## src/dsp_pkg.sv

```systemverilog
// Package for the DAG shortest path block: constants, codes and state types.
// No dependencies.
package dsp_pkg;
  localparam int MaxNodes   = 64;
  localparam int MaxEdges   = 256;
  localparam int WeightBits = 16;

  typedef enum logic [1:0] {
    OP_LOAD  = 2'd0,
    OP_RUN   = 2'd1,
    OP_CLEAR = 2'd2,
    OP_NONE  = 2'd3
  } op_t;

  typedef enum logic [1:0] {
    CFG_NODE_COUNT  = 2'd0,
    CFG_SOURCE_NODE = 2'd1
  } cfg_idx_t;

  typedef enum logic [3:0] {
    ST_IDLE,
    ST_CLR,
    ST_SCAN_RD,
    ST_SCAN_CHK,
    ST_SCAN_UPD,
    ST_SEED_RD,
    ST_SEED_CHK,
    ST_POP_RD,
    ST_POP_T,
    ST_POP_N,
    ST_SRC,
    ST_EMIT_RD,
    ST_EMIT_LD,
    ST_EMIT_WAIT
  } state_t;

  typedef enum logic [1:0] {
    PH_DEG,
    PH_TOPO,
    PH_RELAX
  } phase_t;

  localparam logic signed [31:0] DistMax = 32'sh7fffffff;
  localparam logic signed [31:0] DistMin = -32'sh7fffffff - 32'sh1;
endpackage

```

## src/dsp_node_mem.sv

```systemverilog
// Per-node store: pending in-degree, distance and reached mark, with a registered read.
// Depends on dsp_pkg.
module dsp_node_mem #(
  parameter int MAX_NODES = dsp_pkg::MaxNodes,
  parameter int DW        = 42,
  localparam int AW = $clog2(MAX_NODES)
) (
  input  logic          clk,
  input  logic          we,
  input  logic [AW-1:0] waddr,
  input  logic [DW-1:0] wdata,
  input  logic [AW-1:0] raddr,
  output logic [DW-1:0] rdata
);
  logic [DW-1:0] mem [MAX_NODES];

  always_ff @(posedge clk) begin
    if (we) begin
      mem[waddr] <= wdata;
    end
    rdata <= mem[raddr];
  end
endmodule

```

## config.mk

```make
export PLATFORM = sky130hd
export DESIGN_NAME = dsp_node_mem
export DESIGN_NICKNAME = d
export VERILOG_FILES = /design/src/dsp_pkg.sv /design/src/dsp_node_mem.sv
export SDC_FILE = /design/constraint.sdc
export NUM_CORES = 2
export LEC_CHECK = 0
export BUFFER_PORTS_ARGS = -buffer_cell sky130_fd_sc_hd__buf_4
export CAP_MARGIN = 20
export CORE_MARGIN = 4
export CORE_UTILIZATION = 50
export CTS_CLUSTER_DIAMETER = 200
export DETAILED_ROUTE_END_ITERATION = 12
export PLACE_DENSITY = 0.65
export SLEW_MARGIN = 0
export SYNTH_ARGS = -nofsm -noshare
export SYNTH_HDL_FRONTEND = slang
export SYNTH_SLANG_ARGS = --single-unit
```

## constraint.sdc

```tcl
create_clock -name clk -period 8.9 [get_ports clk]
set_clock_uncertainty 0.1 [all_clocks]
set_input_delay 0.89 -clock clk [delete_from_list [all_inputs] [get_ports clk]]
set_output_delay 0.89 -clock clk [all_outputs]
set_load 0.02 [all_outputs]
```

Word level (Yosys, flattened, before mapping). Memory sizes are Yosys's and may differ from the RTL's. A register that Yosys moved wholly into a read port is not among the register bits. Cells that the tools add are included.

Add/subtract/negate cells: 0. $mul: 0. Divide/modulo/power cells: 0. Order comparisons: 0. Eq/ne operators: 0. Shifts and indexed selects: 0. Multiplexer cells: 2. Bitwise logic cells: 0. Reduce and logical (&&, ||, !) cells: 0.

Operator list (number): 1-bit 2-to-1 mux (2).

Flip-flop bits (word level): 0. Latch bits: 0. RAM bits: 2688. Memory bits (read-only): 0. Bits of input ports: 56. Output and inout bits: 42. Word-level logic and storage cells: 3. Memories kept: 1.

Memories: mem (depth 64, width 42, rd ports 1, clocked after memory_dff 1, write ports 1, line dsp_node_mem.sv:15) `logic [DW-1:0] mem [MAX_NODES];`.

Depth between registers and ports, before layout.
Depth in word-level cells: 2. Mapped depth: 10. Mapped depth without buffers: 5.

Worst setup path before layout. Ideal clock, no wire load.

Path type: input port to flip-flop. From: in waddr[3]. To: mem mem[48][0], enable pin. Library setup time: 0.493 ns. Data arrival time: 4.286 ns. Required time: 8.307 ns. Path slack: 4.021 ns. Stages on the path: 4. Buffers on the path: 1. Path through: clkbuf_1 -> nor2b_1 -> nand4b_1 -> nor3_1.

RTL lines: from (decl) (line dsp_node_mem.sv:10) `input logic [AW-1:0] waddr,`; to (decl) (line dsp_node_mem.sv:15).

Straight into the memory's write port.

==> flow_summary_export.csv <==
group,metric,value,unit
critical_path,startpoint_type,"input pin",
clocking,clk_pin_slew,0.06,ns
yosys,synth_xor_area_frac,0,
drt,dr_wl_met3,25.6,mm
placed_design,dp_hpwl,133,mm
power,peakVddDrop,0.183,mV
placed_design,place_area,108000,um^2
outcome,status,"complete, no violations",
yosys,synthCells,4352,
sta,finalCriticalPeriod,3.67,ns
global_routing,grt_usage,0.242,
layout,fin_cells,7491,
power,leakage,36.1,nW
critical_path,critPathMaxFanout,67,
drt,wl,259,mm
layout,syn_to_final_growth,12.4,%
critical_path,crit_arrival,4.34,ns
sta,finalHoldViolCount,0,
clocking,cts_max_path_buffers,4,
yosys,ys_types,43,
yosys,synth_top_family_by_area,"multiplexers",
power,power_density,229,nW/um^2
critical_path,critPathCaptureType,"register",
yosys,yosys_warnings,0,
global_routing,grt_start_max_net_pins,121,
layout,final_area,116000,um^2
clocking,numCtsBuffers,283,
drt,wl_met1,104,mm
critical_path,crit_chain,"buf_8 > buf_12 > buf_4 > mux4_2 > mux2i_1 > o221ai_1 > nor2_1 > nor2_1",
yosys,synth_compound_area_frac,0.0200,
clocking,htreeDepth,5,
critical_path,slowest_stage,"buf_4",
global_routing,overflow,0,
layout,drive_gt1_frac,0.286,
drt,drt_iter0_drc,6217,
drt,wl_met2,124,mm
floorplanning,die_y,463,um
critical_path,path_buf_inv,3,
yosys,synth-seq-area-share,0.789,
critical_path,cp_slowest_stage_delay,0.65,ns
layout,n_fill_cell,14680,
yosys,syn_area,103000,um^2
critical_path,cpMostUsedCell,"nor2_1",
drt,via_per_inst,6.47,
yosys,synth_ff_type,"edfxtp_1",
layout,final_cell_mix,"2688 x edfxtp_1, 685 x mux4_2, 288 x clkbuf_16, 185 x buf_4, 154 x mux2i_1",
global_routing,grt_pass1_vias,49304,
yosys,yosys.area_share.adder,0,
run,maxCapViolCount,0,
floorplanning,die_x,463,um
yosys,synthArstFlopShare,0,
placed_design,place_congestion,0.767,
critical_path,worst-setup-path-type,"input pin to register",
clocking,cts_resized,0,
yosys,ys_seq_elements,2730,
sta,slew_headroom,0.251,
drt,highest_layer,"met5",
clocking,clk_latency,0.94,ns
critical_path,path_delay_family,"buffers and inverters",
floorplanning,initial_core_util,0.504,
sta,fin_setup_tns,0,ns
drt,vias,48501,
drt,firstDrtPassIters,6,
yosys,synth_top_area_share,0.781,
clocking,post-cts-setup-buffers,0,
yosys,synth-simple-area-share,0.0101,
floorplanning,ios,98,
floorplanning,die_area,214000,um^2
drt,avgRoutedWirePerCell,34.6,um
sta,rsz0062_at_grt,"false",
sta,max_freq,272,MHz
sta,drv_slew,0,
clocking,tritoncts,"yes",
global_routing,antenna_found_initial,10,
yosys,yosys-top-cells-area,"edfxtp_1 78%, mux4_2 15%, mux2i_1 1.5%, dfxtp_1 0.81%, a22oi_1 0.60%",
sta,setup_viol,0,
layout,finalNetCount,4657,
placed_design,io_buffer_count,97,
floorplanning,core_area,205000,um^2
sta,worstMarginPinSlew,1.12,ns
clocking,numClockSinks,2730,
yosys,synth_top_area_cell,"edfxtp_1",
yosys,syn_area_per_cell,23.7,um^2
drt,remaining_drc_errors,0,
floorplanning,rows,166,
hold_path,worstHoldPathType,"input pin to register",
layout,layout_commonest_cell,"edfxtp_1",
clocking,clock-root-buffer,"clkbuf_16",
placed_design,dpl.cell_count,7002,
critical_path,required,9.57,ns
yosys,synth.area.mux_share,0.169,
global_routing,grt_first_pass_wirelength,370,mm
drt,ant_nets,0,
sta,post-route-period-util,0.413,
yosys,synth_edf_count,2688,
power,finalPower,26.6,mW
yosys,syn_nets,4408,
clocking,postCtsHoldBufs,0,
cells by family after synthesis:
logic type             count (synthesis)
multiplexers                         879
AND/OR/NAND/NOR                      226
AO/OA/AOI/OAI                        275
buffers and inverters                242
flip-flops                          2730
flip-flops by register name, indices dropped and copies added (netlist names):
| register | flops |
|---|---|
| mem | 2688 |
| rdata | 42 |
report_power, final:
group	switching, mW	total (mW)	internal (mW)
registers	0.0472	14.3	14.2
clock network	4.68	11.1	6.38
logic	0.803	1.28	0.480
metal layers:
metal  up-vias  GRT usage
met5         -          0
li1      19251          -
met4        10     0.0657
met3       362     0.0522
met2      2462      0.374
met1     26416      0.354
through the flow:
step	setup WS, ns	hold slack [ns]	util
2_1_floorplan	4.02	0.601	-
3_3_place_gp	4.31	0.677	0.525
3_5_place_dp	4.28	0.711	0.525
4_1_cts	5.27	0.358	0.566
5_1_grt	4.83	0.402	0.566
6_report	5.23	0.413	0.566
worst paths after layout:
kind | cells after the start | to | slack [ns] | from
max | 8 | rdata[39]$_DFF_P_ | 5.23 | raddr[0]
min | 1 | mem[33][11]$_DFFE_PP_ | 0.41 | wdata[11]
max reg2reg | 5 | rdata[12]$_DFF_P_ | 6.39 | mem[32][12]$_DFFE_PP_
min reg2reg | 3 | rdata[12]$_DFF_P_ | 0.71 | mem[24][12]$_DFFE_PP_
cell type report:
cell class                      instances  area (um^2)  share of cell area
Antenna cell                            6         15.0            0.000129
Clock inverter                        110          880             0.00757
Timing Repair Buffer                  205         1720              0.0148
Multi-Input combinational cell       1380        21000               0.181
Tap cell                             2688         3360              0.0289
Clock buffer                          371         7620              0.0656
Sequential cell                      2730        81600               0.702
Inverter                                1         11.3           0.0000969
worst register-to-register path, cell delays in order (launching register included):
cell	delay, ns
edfxtp_1	0.35
mux2_2	0.26
a222oi_1	0.48
a22oi_1	0.42
a21oi_1	0.65
nor3_1	0.11
cell usage after synthesis, types with 2 or more instances:
| cell | count |
|---|---|
| nand2_1 | 35 |
| a211oi_1 | 20 |
| nor2b_1 | 14 |
| a22oi_1 | 83 |
| nand3_1 | 7 |
| a211o_1 | 4 |
| mux2_2 | 40 |
| a31oi_1 | 6 |
| nor2_1 | 114 |
| a21oi_1 | 31 |
| o211a_1 | 4 |
| and2_1 | 11 |
| buf_2 | 62 |
| dfxtp_1 | 42 |
| mux4_2 | 685 |
| or3b_2 | 3 |
| edfxtp_1 | 2688 |
| buf_1 | 20 |
| clkbuf_1 | 97 |
| buf_4 | 48 |
| o221ai_1 | 32 |
| and3_1 | 2 |
| a22o_1 | 17 |
| a21boi_0 | 2 |
| o311a_1 | 2 |
| nor3_1 | 13 |
| nand2b_1 | 7 |
| nand4_1 | 2 |
| a221oi_1 | 26 |
| o21ai_0 | 7 |
| or3_1 | 3 |
| mux2i_1 | 154 |
| nand3b_1 | 12 |
| buf_6 | 13 |
| o22ai_1 | 30 |
| a222oi_1 | 9 |
Note: power is estimated with default switching activity, not from simulation.
